<file path="src/design/pip_pkg.sv">
// ----------------------------------------------------------------------------
// pip_pkg: shared types and constants for the point-in-polygon block
// Table geometry, datapath widths and the control and status structs passed
// between the sequencer and the cross-product unit.
// ----------------------------------------------------------------------------
`timescale 1ns / 1ps
`default_nettype none

package pip_pkg;

  localparam int MAX_VERTICES = 16;
  localparam int COORD_BITS   = 16;

  // table address and vertex count widths
  localparam int ADDR_W = $clog2(MAX_VERTICES);
  localparam int CNT_W  = 5;

  // datapath widths: difference, product, cross product
  localparam int DIFF_W  = COORD_BITS + 1;
  localparam int PROD_W  = 2 * DIFF_W;
  localparam int CROSS_W = PROD_W + 1;

  // one table entry holds y above x
  localparam int VTX_W = 2 * COORD_BITS;

  // input kinds carried on tuser
  localparam logic CMD_WRITE = 1'b0;
  localparam logic CMD_QUERY = 1'b1;

  typedef struct packed {
    logic load_pt;     // latch the query point
    logic load_a;      // latch the first vertex as edge start
    logic load_edge;   // form the differences for the next edge
    logic mul_second;  // multiplier takes qx * dy instead of dx * qy
    logic cap_p1;      // hold the first product
  } unit_ctrl_t;

  typedef struct packed {
    logic pos;
    logic neg;
  } edge_sign_t;

endpackage

`default_nettype wire

</file>
<file path="src/design/pip_ram.sv">
// ----------------------------------------------------------------------------
// pip_ram: generic simple dual-port RAM
// One write port and one read port; read data is registered.
// ----------------------------------------------------------------------------
`timescale 1ns / 1ps
`default_nettype none

module pip_ram #(
  parameter int WIDTH = 32,
  parameter int DEPTH = 16
) (
  input  wire logic                     clk,
  input  wire logic                     wr_en,
  input  wire logic [$clog2(DEPTH)-1:0] wr_addr,
  input  wire logic [WIDTH-1:0]         wr_data,
  input  wire logic [$clog2(DEPTH)-1:0] rd_addr,
  output logic      [WIDTH-1:0]         rd_data
);

  logic [WIDTH-1:0] mem [DEPTH];

  always_ff @(posedge clk) begin
    if (wr_en) begin
      mem[wr_addr] <= wr_data;
    end
    rd_data <= mem[rd_addr];
  end

endmodule

`default_nettype wire

</file>
<file path="src/design/pip_cross_unit.sv">
// ----------------------------------------------------------------------------
// pip_cross_unit: shared cross-product datapath
// Forms edge and point differences, runs both products of one edge through
// a single registered multiplier and reports the sign of their difference.
// ----------------------------------------------------------------------------
`timescale 1ns / 1ps
`default_nettype none

module pip_cross_unit (
  input  wire logic                                clk,
  input  wire pip_pkg::unit_ctrl_t                 ctrl,
  input  wire logic [pip_pkg::COORD_BITS-1:0]      pt_x,
  input  wire logic [pip_pkg::COORD_BITS-1:0]      pt_y,
  input  wire logic [pip_pkg::VTX_W-1:0]           vtx,
  output pip_pkg::edge_sign_t                      sign
);

  localparam int C = pip_pkg::COORD_BITS;
  localparam int D = pip_pkg::DIFF_W;
  localparam int P = pip_pkg::PROD_W;
  localparam int R = pip_pkg::CROSS_W;

  logic        [C-1:0] px, py, ax, ay;
  logic signed [D-1:0] dx, dy, qx, qy;
  logic signed [D-1:0] mul_a, mul_b;
  logic signed [P-1:0] prod, mul_q, p1;
  logic signed [R-1:0] cross_val;
  logic        [C-1:0] vx, vy;

  function automatic logic signed [D-1:0] sub_ext(input logic [C-1:0] a,
                                                  input logic [C-1:0] b);
    return $signed({a[C-1], a}) - $signed({b[C-1], b});
  endfunction

  assign vx = vtx[C-1:0];
  assign vy = vtx[2*C-1:C];

  always_ff @(posedge clk) begin
    if (ctrl.load_pt) begin
      px <= pt_x;
      py <= pt_y;
    end
    if (ctrl.load_a) begin
      ax <= vx;
      ay <= vy;
    end
    if (ctrl.load_edge) begin
      // end vertex becomes the start of the following edge
      dx <= sub_ext(vx, ax);
      dy <= sub_ext(vy, ay);
      qx <= sub_ext(px, ax);
      qy <= sub_ext(py, ay);
      ax <= vx;
      ay <= vy;
    end
  end

  assign mul_a = ctrl.mul_second ? qx : dx;
  assign mul_b = ctrl.mul_second ? dy : qy;
  assign prod  = P'(mul_a) * P'(mul_b);

  always_ff @(posedge clk) begin
    mul_q <= prod;
    if (ctrl.cap_p1) begin
      p1 <= mul_q;
    end
  end

  assign cross_val = R'(p1) - R'(mul_q);
  assign sign.neg  = cross_val[R-1];
  assign sign.pos  = !cross_val[R-1] && (cross_val != '0);

endmodule

`default_nettype wire

</file>
<file path="src/design/pip_ctrl.sv">
// ----------------------------------------------------------------------------
// pip_ctrl: query sequencer
// Walks the vertex table edge by edge, drives the cross-product unit and
// compares each edge sign with the first edge.
// ----------------------------------------------------------------------------
`timescale 1ns / 1ps
`default_nettype none

module pip_ctrl (
  input  wire logic                        clk,
  input  wire logic                        rst,
  input  wire logic                        start,
  input  wire logic [pip_pkg::CNT_W-1:0]   n_eff,
  input  wire pip_pkg::edge_sign_t         sign,
  input  wire logic                        out_busy,
  output logic                             idle,
  output logic [pip_pkg::ADDR_W-1:0]       rd_addr,
  output pip_pkg::unit_ctrl_t              ctrl,
  output logic                             done,
  output logic                             in_poly
);

  localparam int A = pip_pkg::ADDR_W;
  localparam int N = pip_pkg::CNT_W;

  localparam logic [2:0] S_IDLE  = 3'd0;
  localparam logic [2:0] S_START = 3'd1;
  localparam logic [2:0] S_LOADA = 3'd2;
  localparam logic [2:0] S_LOADB = 3'd3;
  localparam logic [2:0] S_MUL1  = 3'd4;
  localparam logic [2:0] S_MUL2  = 3'd5;
  localparam logic [2:0] S_SIGN  = 3'd6;
  localparam logic [2:0] S_OUT   = 3'd7;

  logic [2:0]   state, state_next;
  logic [A-1:0] rd_ptr, rd_ptr_next;
  logic [A-1:0] edge_idx, edge_idx_next;
  logic [N-1:0] n_reg;
  logic         first_pos, first_neg;
  logic         in_poly_next;
  logic         last_edge, mismatch;

  // wrap the read pointer at the vertex count
  function automatic logic [A-1:0] wrap_next(input logic [A-1:0] i,
                                             input logic [N-1:0] n);
    logic [N-1:0] inc;
    inc = N'(i) + N'(1);
    return (inc == n) ? '0 : A'(inc);
  endfunction

  assign last_edge = (N'(edge_idx) + N'(1)) == n_reg;
  assign mismatch  = (edge_idx != '0) &&
                     ((first_pos && sign.neg) || (first_neg && sign.pos));

  always_comb begin
    state_next    = state;
    rd_ptr_next   = rd_ptr;
    edge_idx_next = edge_idx;
    in_poly_next  = in_poly;
    ctrl          = '0;
    done          = 1'b0;
    unique case (state)
      S_IDLE: begin
        if (start) begin
          ctrl.load_pt = 1'b1;
          rd_ptr_next  = '0;
          state_next   = S_START;
        end
      end
      S_START: begin
        rd_ptr_next = wrap_next(rd_ptr, n_reg);
        state_next  = S_LOADA;
      end
      S_LOADA: begin
        ctrl.load_a = 1'b1;
        rd_ptr_next = wrap_next(rd_ptr, n_reg);
        state_next  = S_LOADB;
      end
      S_LOADB: begin
        ctrl.load_edge = 1'b1;
        edge_idx_next  = '0;
        state_next     = S_MUL1;
      end
      S_MUL1: begin
        state_next = S_MUL2;
      end
      S_MUL2: begin
        ctrl.mul_second = 1'b1;
        ctrl.cap_p1     = 1'b1;
        state_next      = S_SIGN;
      end
      S_SIGN: begin
        if (mismatch) begin
          in_poly_next = 1'b0;
          state_next   = S_OUT;
        end else if (last_edge) begin
          in_poly_next = 1'b1;
          state_next   = S_OUT;
        end else begin
          ctrl.load_edge = 1'b1;
          rd_ptr_next    = wrap_next(rd_ptr, n_reg);
          edge_idx_next  = edge_idx + A'(1);
          state_next     = S_MUL1;
        end
      end
      S_OUT: begin
        // hold until the previous result has been taken
        if (!out_busy) begin
          done       = 1'b1;
          state_next = S_IDLE;
        end
      end
      default: state_next = S_IDLE;
    endcase
  end

  always_ff @(posedge clk) begin
    if (rst) begin
      state <= S_IDLE;
    end else begin
      state <= state_next;
    end
  end

  always_ff @(posedge clk) begin
    rd_ptr   <= rd_ptr_next;
    edge_idx <= edge_idx_next;
    in_poly  <= in_poly_next;
    if (state == S_IDLE && start) begin
      n_reg <= n_eff;
    end
    if (state == S_SIGN && edge_idx == '0) begin
      first_pos <= sign.pos;
      first_neg <= sign.neg;
    end
  end

  assign idle    = (state == S_IDLE);
  assign rd_addr = rd_ptr;

endmodule

`default_nettype wire

</file>
<file path="src/design/point_in_convex_polygon.sv">
// ----------------------------------------------------------------------------
// point_in_convex_polygon: convex polygon membership test
//
//   channel  dir  handshake          payload
//   s_*      in   s_tvalid/s_tready  s_tdata, s_tuser (0 write vertex, 1 query)
//   m_*      out  m_tvalid/m_tready  m_tdata[0] inside_res
//   cfg_*    in   cfg_valid/cfg_ready cfg_data vertex_count
//
// A vertex write is taken whenever the sequencer is idle. A query over n vertices
// in use visits n edges: one multiplier serves both products of each edge, so
// every edge passes two multiply states, then the sign check, which also loads
// the next edge, after the start-up states START, LOADA, LOADB; OUT comes last.
// A query stops early at the first edge of opposite sign. Reset clears the
// sequencer, the output valid and sets vertex_count to 3; the vertex table is
// not cleared. A finished result waits in the output register; a following
// query holds its result until that register drains.
// ----------------------------------------------------------------------------
`timescale 1ns / 1ps
`default_nettype none

module point_in_convex_polygon (
  input  wire logic        clk,
  input  wire logic        rst,
  input  wire logic        s_tvalid,
  output logic             s_tready,
  input  wire logic [39:0] s_tdata,   // vertex_index[3:0], coord_x[19:4], coord_y[35:20]
  input  wire logic [0:0]  s_tuser,   // command[0]
  output logic             m_tvalid,
  input  wire logic        m_tready,
  output logic [7:0]       m_tdata,   // inside_res[0]
  input  wire logic        cfg_valid,
  output logic             cfg_ready,
  input  wire logic [4:0]  cfg_data   // vertex_count[4:0]
);

  localparam int C = pip_pkg::COORD_BITS;
  localparam int A = pip_pkg::ADDR_W;
  localparam int N = pip_pkg::CNT_W;

  logic [3:0]   vertex_index;
  logic [15:0]  coord_x, coord_y;
  logic         s_fire, wr_en, start;
  logic [N-1:0] vertex_count, n_eff;
  logic [A-1:0] rd_addr;
  logic [pip_pkg::VTX_W-1:0] rd_data;
  logic         idle, done, in_poly, inside_res;
  pip_pkg::unit_ctrl_t ctrl;
  pip_pkg::edge_sign_t sign;

  assign vertex_index = s_tdata[3:0];
  assign coord_x      = s_tdata[19:4];
  assign coord_y      = s_tdata[35:20];

  assign s_tready = idle;
  assign s_fire   = s_tvalid && s_tready;
  assign wr_en    = s_fire && (s_tuser[0] == pip_pkg::CMD_WRITE) &&
                    (32'(vertex_index) < pip_pkg::MAX_VERTICES);
  assign start    = s_fire && (s_tuser[0] == pip_pkg::CMD_QUERY);

  assign cfg_ready = 1'b1;

  always_ff @(posedge clk) begin
    if (rst) begin
      vertex_count <= N'(3);
    end else if (cfg_valid && cfg_ready) begin
      vertex_count <= cfg_data;
    end
  end

  // zero counts as one vertex; saturate at the table depth
  always_comb begin
    if (vertex_count == '0) begin
      n_eff = N'(1);
    end else if (32'(vertex_count) > pip_pkg::MAX_VERTICES) begin
      n_eff = N'(pip_pkg::MAX_VERTICES);
    end else begin
      n_eff = vertex_count;
    end
  end

  pip_ram #(
    .WIDTH(pip_pkg::VTX_W),
    .DEPTH(pip_pkg::MAX_VERTICES)
  ) u_table (
    .clk    (clk),
    .wr_en  (wr_en),
    .wr_addr(A'(vertex_index)),
    .wr_data({coord_y[C-1:0], coord_x[C-1:0]}),
    .rd_addr(rd_addr),
    .rd_data(rd_data)
  );

  pip_cross_unit u_cross (
    .clk (clk),
    .ctrl(ctrl),
    .pt_x(coord_x[C-1:0]),
    .pt_y(coord_y[C-1:0]),
    .vtx (rd_data),
    .sign(sign)
  );

  pip_ctrl u_ctrl (
    .clk     (clk),
    .rst     (rst),
    .start   (start),
    .n_eff   (n_eff),
    .sign    (sign),
    .out_busy(m_tvalid),
    .idle    (idle),
    .rd_addr (rd_addr),
    .ctrl    (ctrl),
    .done    (done),
    .in_poly (in_poly)
  );

  always_ff @(posedge clk) begin
    if (rst) begin
      m_tvalid <= 1'b0;
    end else if (done) begin
      m_tvalid <= 1'b1;
    end else if (m_tready) begin
      m_tvalid <= 1'b0;
    end
  end

  always_ff @(posedge clk) begin
    if (done) begin
      inside_res <= in_poly;
    end
  end

  assign m_tdata = {7'd0, inside_res};

endmodule

`default_nettype wire

</file>
<file path="config.mk">
export PLATFORM = sky130hd
export DESIGN_NAME = point_in_convex_polygon
export DESIGN_NICKNAME = d
export VERILOG_FILES = /design/src/design/pip_pkg.sv /design/src/design/pip_ram.sv /design/src/design/pip_cross_unit.sv /design/src/design/pip_ctrl.sv /design/src/design/point_in_convex_polygon.sv
export SDC_FILE = /design/constraint.sdc
export NUM_CORES = 2
export LEC_CHECK = 0
export ABC_AREA = 0
export BUFFER_PORTS_ARGS = -buffer_cell sky130_fd_sc_hd__buf_2
export CORE_MARGIN = 3
export CORE_UTILIZATION = 50
export DETAILED_ROUTE_END_ITERATION = 12
export PLACE_DENSITY = 0.77
export SLEW_MARGIN = 10
export SYNTH_ARGS = -nofsm -noshare
export SYNTH_HDL_FRONTEND = slang
export SYNTH_SLANG_ARGS = --single-unit
</file>
<file path="constraint.sdc">
create_clock -name clk -period 9.23 [get_ports clk]
set_input_delay 0.4615 -clock clk [delete_from_list [all_inputs] [get_ports clk]]
set_output_delay 0.4615 -clock clk [all_outputs]
set_load 0.02 [all_outputs]
</file>
======== After elaboration in Yosys (flattened, before gate mapping) ========
Memory sizes are Yosys's and may differ from the RTL's. A register that Yosys moved wholly into a read port is not among the register bits.
Index checks and enable logic that the tools add are counted.
storage, ports and cells
  flip-flop bits (word level) ............. 226
  RAM bits ................................ 512
  input port bits ......................... 51
  output and inout bits ................... 11
  word-level logic and storage cells ...... 107
  memories ................................ 1
memories
  name         words  bits a word  read ports  clocked after Yosys merged registers in  write ports  line           text
  u_table.mem  16     32           1           1                                        1            pip_ram.sv:20  logic [WIDTH-1:0] mem [DEPTH];
cells by class
  add/subtract/negate cells ............... 8
  $mul .................................... 1
  order comparisons ....................... 1
  equality and inequality tests ........... 13
  mux-type cells .......................... 34
  bitwise gates (word level) .............. 1
  reductions and logical operators ........ 27
operator list
  kind                   count
  $sub A16 B16 Y17       4
  $mux W16               4
  $reduce_bool A35 Y1    1
  $sub A34 B34 Y35       1
  $mul A17 B17 Y34       1
  $mux W17               2
  $mux W4                6
  $pmux W3 S8            1
  $eq A3 B3 Y1 const B   4
  $mux W1                12
  $pmux W4 S3            1
  $add A4 B1 Y5 const B  2
  $eq A5 B5 Y1           2
  $logic_and A1 B1 Y1    9
  $mux W3                3
  $pmux W4 S2            1
  $reduce_bool A2 Y1     4
  $eq A3 B2 Y1 const B   2
  $ne A2 B2 Y1 const B   3
  $gt A5 B5 Y1 const B   1
  $logic_not A5 Y1       1
  $mux W5                1
  $add A4 B1 Y4 const B  1
  $logic_not A4 Y1       1
  14 further kinds       17

======== Depth between registers and ports, before layout ========
  depth after elaboration ................. 9
  depth in mapped cells ................... 32
  depth with buffers taken out ............ 29

======== Modules after synthesis ========
Synthesis repeated with hierarchy kept, for this count alone.
second synthesis, totals
  cell total of the unflattened synthesis .. 3,140
  area total of the unflattened synthesis .. 42,798.5 sq um
modules (own cells, without submodules)
  module                   instances  cells each  area an instance (sq um)  sequential area each (sq um)
  pip_cross_unit           1          2,161       21,539.4                  5,665.4
  pip_ram                  1          838         19,835.3                  16,015.4
  pip_ctrl                 1          99          1,058.5                   540.5
  point_in_convex_polygon  1          42          365.4                     150.1

======== Worst setup path after synthesis ========
No wires, ideal clock.
  path kind ............................... reg2reg
  start ................................... register u_ctrl.state[0]
  end ..................................... register u_cross.mul_q[33]
  library setup time ...................... 72 ps
  data arrival time ....................... 8,137 ps
  required time ........................... 9,158 ps
  setup slack ............................. 1,021 ps
  cell stages (with the launch flop) ...... 29
  path buffers ............................ 2
  period minus slack after synthesis ...... 8,209 ps
  cells stage by stage .................... dfxtp_1 > inv_1 > or3_1 > clkbuf_1 > clkinv_1 > clkbuf_1 > nand2_1 > nand2_1 > nand2_1 > fa_1 > fa_1 > fa_1 > fa_1 > inv_1 > fa_1 > inv_1 > fa_1 > inv_1 > ha_1 > a21o_1 > a41oi_1 > o21bai_1 > a21oi_1 > o21a_1 > o21bai_1 > o41ai_1 > o31ai_1 > o41ai_1 > xnor2_1
on the way
  word-level cells in the longest chain between the ends .. 4
  elaborated cells on any way between the ends .. 5
  those cells by class .................... mul (1); eq/ne (1); mux (3)
RTL lines
  item                                line                                        text
  start: declaration                  pip_ctrl.sv:35                              logic [2:0] state, state_next;
  start signal: assignment            pip_ctrl.sv:121                             state <= state_next;
  $eq A3 B3 Y1 (*)                    pip_ctrl.sv:62                              unique case (state)
  $mux W2 (*)                         pip_ctrl.sv:62
  $mux W17, on equally long branches  pip_cross_unit.sv:58, pip_cross_unit.sv:59
  $mul A17 B17 Y34 (*)                pip_cross_unit.sv:60                        assign prod = P'(mul_a) * P'(mul_b);
  via u_cross.prod[33]                pip_cross_unit.sv:26                        logic signed [P-1:0] prod, mul_q, p1;
  end signal: assignment              pip_cross_unit.sv:63                        mul_q <= prod;
  end: declaration                    pip_cross_unit.sv:26
The timed path passes the listed nets; every way through them passes the cells marked *.
A chain may end at the register's enable or synchronous reset.

======== Worst setup path in the final report ========
  start ................................... register u_ctrl.state[2]
  end ..................................... register u_cross.mul_q[33]
The elaborated chain is that of the path after synthesis.

==> flow_metrics.tcl <==
set metrics [dict create \
    grt_usage 0.212 \
    hold_buffers 0 \
    synth_seq_cells 770 \
    yosysWarnings 0 \
    fin_crit_ns 8.53 \
    crit_type "reg -> reg" \
    cp_num_buf_inv 5 \
    p_per_area_mw_per_mm2 269 \
    ioPinCount 62 \
    internal_power_mw 8.34 \
    whs_ns 0.0240 \
    initial_core_util 0.506 \
    place_inst 4360 \
    grt_pass1_vias 26100 \
    crit_top_cell "fa_1" \
    die-area_mm2 0.0900 \
    num-nets-final 3833 \
    wl_per_cell_um 20.9 \
    tightest_slew_ns 0.975 \
    cts_tree "done" \
    synth-xor-area-share 0.0180 \
    fin_crit_sh 0.924 \
    finalSetupTns_ns 0 \
    peakVddDrop_uv 184 \
    rsz0062_at_grt "no" \
    die_w_um 300 \
    grt_antenna_before_repair 5 \
    synth.distinct_cells 74 \
    grt_pass1_wl_um 148000 \
    cts.sinks 770 \
    p_sw_mw 4.49 \
    power.share.clock 0.238 \
    syn-cell-area_mm2 0.0432 \
    finalSetupViolCount 0 \
    gp_congestion 0.929 \
    design_area_mm2 0.0476 \
    dr.pass1.iters 5 \
    critPathMaxFanout 20 \
    cts_resized 0 \
    cp_top_family "adder cells" \
    swShare 0.350 \
    dp_hpwl_um 62800 \
    top_regs "u_table.mem (512), u_cross.mul_q (34), u_cross.p1 (34)" \
    status "finished, final reports clean" \
    slew-limit-headroom 0.350 \
    synthAdderAreaFrac 0.194 \
    place_ws_ns 0.695 \
    fin_cells 4500 \
    cts.reportedPaths.clkPinSlew_ns 0.07 \
    synth_compound_area_frac 0.0500 \
    largest-register "u_table.mem" \
    fin_ws_ns 0.698 \
    clk_latency_ns 0.65 \
    final_cell_mix "edfxtp_1 (695), inv_1 (450), fa_1 (301), nor2_1 (293), nand2_1 (256)" \
    hold_class "in -> reg" \
    vias_per_cell 5.65 \
    syn2layout_area_growth_pct 10.3 \
    gr-total-overflow 0 \
    root_buffer "clkbuf_16" \
    power_leakage_nw 18.7 \
    fmax_mhz 117 \
    cts_setup_buffers 0 \
    finalClockSkew_ns 0.0537 \
    core-area_mm2 0.0854 \
    port_buffers 49 \
    max_stage_delay_ns 0.78 \
    largest_reg_flops 512 \
    synth_cells 3194 \
    layout_commonest_cell "edfxtp_1" \
    seqPwrFrac 0.337 \
    pwr-share-comb 0.424 \
    hold_viol_final 0 \
    drc 0 \
    ant_nets 0 \
    end_kind "flop" \
    vias 25400 \
    slowest_stage "or3_2" \
    synth-async-reset-ratio 0 \
    critPathArrivalTime_ns 9.11 \
    numCtsBuffers 75 \
    drt_iter0_markers 1857 \
    muxShareOfSynthArea 0.0927 \
    synth_edf_count 695 \
    final_layout_size_suffix_gt1_frac 0.129 \
    wirelength_um 94100 \
    cts_buffer_depth 3 \
    cp.required_ns 9.81 \
    rows 107 \
    avgSynthCellArea_um2 13.5 \
    ys_dominant_reg_cell "edfxtp_1" \
    fillers 6693 \
    drv_cap 0 \
    synth_top_family_by_area "adder cells" \
    synthSimpleGateAreaFrac 0.0784 \
    ys_seq_area_frac 0.518 \
    die_h_um 300 \
    slew_viol_final 0 \
    grt_max_degree 131 \
    cts_htree_levels 3 \
    dpl_cell_area_mm2 0.0451 \
    critPathLaunchType "flop" \
]
worst register-to-register path: stages, from the launching register on:
cell and delay [ns]:
dfxtp_1 0.54, inv_1 0.20, or3_2 0.79, inv_2 0.40, nand2_1 0.11, nand2_1 0.36
nand2_1 0.13, fa_1 0.49, fa_1 0.58, fa_1 0.46, fa_1 0.58, inv_1 0.06
fa_1 0.48, inv_1 0.05, fa_1 0.47, inv_1 0.04, ha_1 0.34, a21o_1 0.18
a41oi_1 0.25, o21bai_1 0.10, a21oi_1 0.31, o21a_1 0.26, o21bai_1 0.15, o41ai_1 0.48
o31ai_1 0.20, o41ai_1 0.34, xnor2_1 0.16
routing by layer:
layer	track usage	share of wire
met1	0.274	0.40
met4	0.0841	0.043
met2	0.362	0.49
met3	0.0341	0.065
met5	0	0
worst paths after layout:
kind	slack [ns]	endpoint	depth (start not counted)	from
worst max register to register	0.70	u_cross.mul_q[33]	26	u_ctrl.state[2]
worst min register to register	0.43	u_cross.p1[19]	0	u_cross.mul_q[19]
worst min-delay path	0.02	vertex_count[1]	2	cfg_data[1]
worst max-delay path	0.70	u_cross.mul_q[33]	26	u_ctrl.state[2]
metrics by stage:
stage	utilization	total power, mW
floorplan	-	8.67
global placement	0.528	9.67
detailed placement	0.528	9.80
CTS	0.558	12.9
global route	0.558	13.8
finish	0.558	12.8
synth_stat cells (10+ instances only):
cell      number  area (um2)
a21boi_0      20         150
a21o_1        24         180
a21oi_1       75         375
and2_1        10        62.6
and3_1        13        81.3
buf_1         15        56.3
clkbuf_1      70         263
dfxtp_1       75        1500
edfxtp_1     695       20900
fa_1         301        6030
ha_1         188        2350
inv_1        450        1690
mux2i_1       39         390
mux4_2       160        3600
nand2_1      256         961
nand2b_1      22         138
nand3_1       33         165
nand4_1       19         119
nor2_1       305        1140
nor2b_1       32         200
nor3_1        36         180
o21a_1        19         143
o21ai_0       66         330
o21bai_1      10        75.1
or2_2         13        81.3
xnor2_1       78         683
xor2_1        11        96.3
area by class of cell:
type,instances,area (um2),share of cell area
Antenna cell,3,7.51,0.000158
Clock buffer,98,2040,0.0429
Clock inverter,39,460,0.00967
Inverter,451,1690,0.0355
Multi-Input combinational cell,1880,18900,0.396
Sequential cell,770,22400,0.470
Tap cell,1144,1430,0.0301
Timing Repair Buffer,115,753,0.0158
power groups by stage:
stage          registers, mW  clock network [mW]  logic [mW]
2_1_floorplan           4.33                   0        4.34
3_3_place_gp            4.38                   0        5.28
3_5_place_dp            4.40                   0        5.41
4_1_cts                 4.33                3.11        5.46
5_1_grt                 4.35                3.23        6.19
6_report                4.33                3.06        5.45
kinds of logic (layout without fill, tap and decap cells):
family,after synthesis,in the layout
AND/OR/NAND/NOR,774,774
other,2,11
flip-flops,770,770
buffers and inverters,550,703
AO/OA/AOI/OAI,320,320
multiplexers,200,200
XOR/XNOR,89,89
adder cells (fa/ha/maj),489,489
Note: power is estimated with default switching activity, not from simulation.
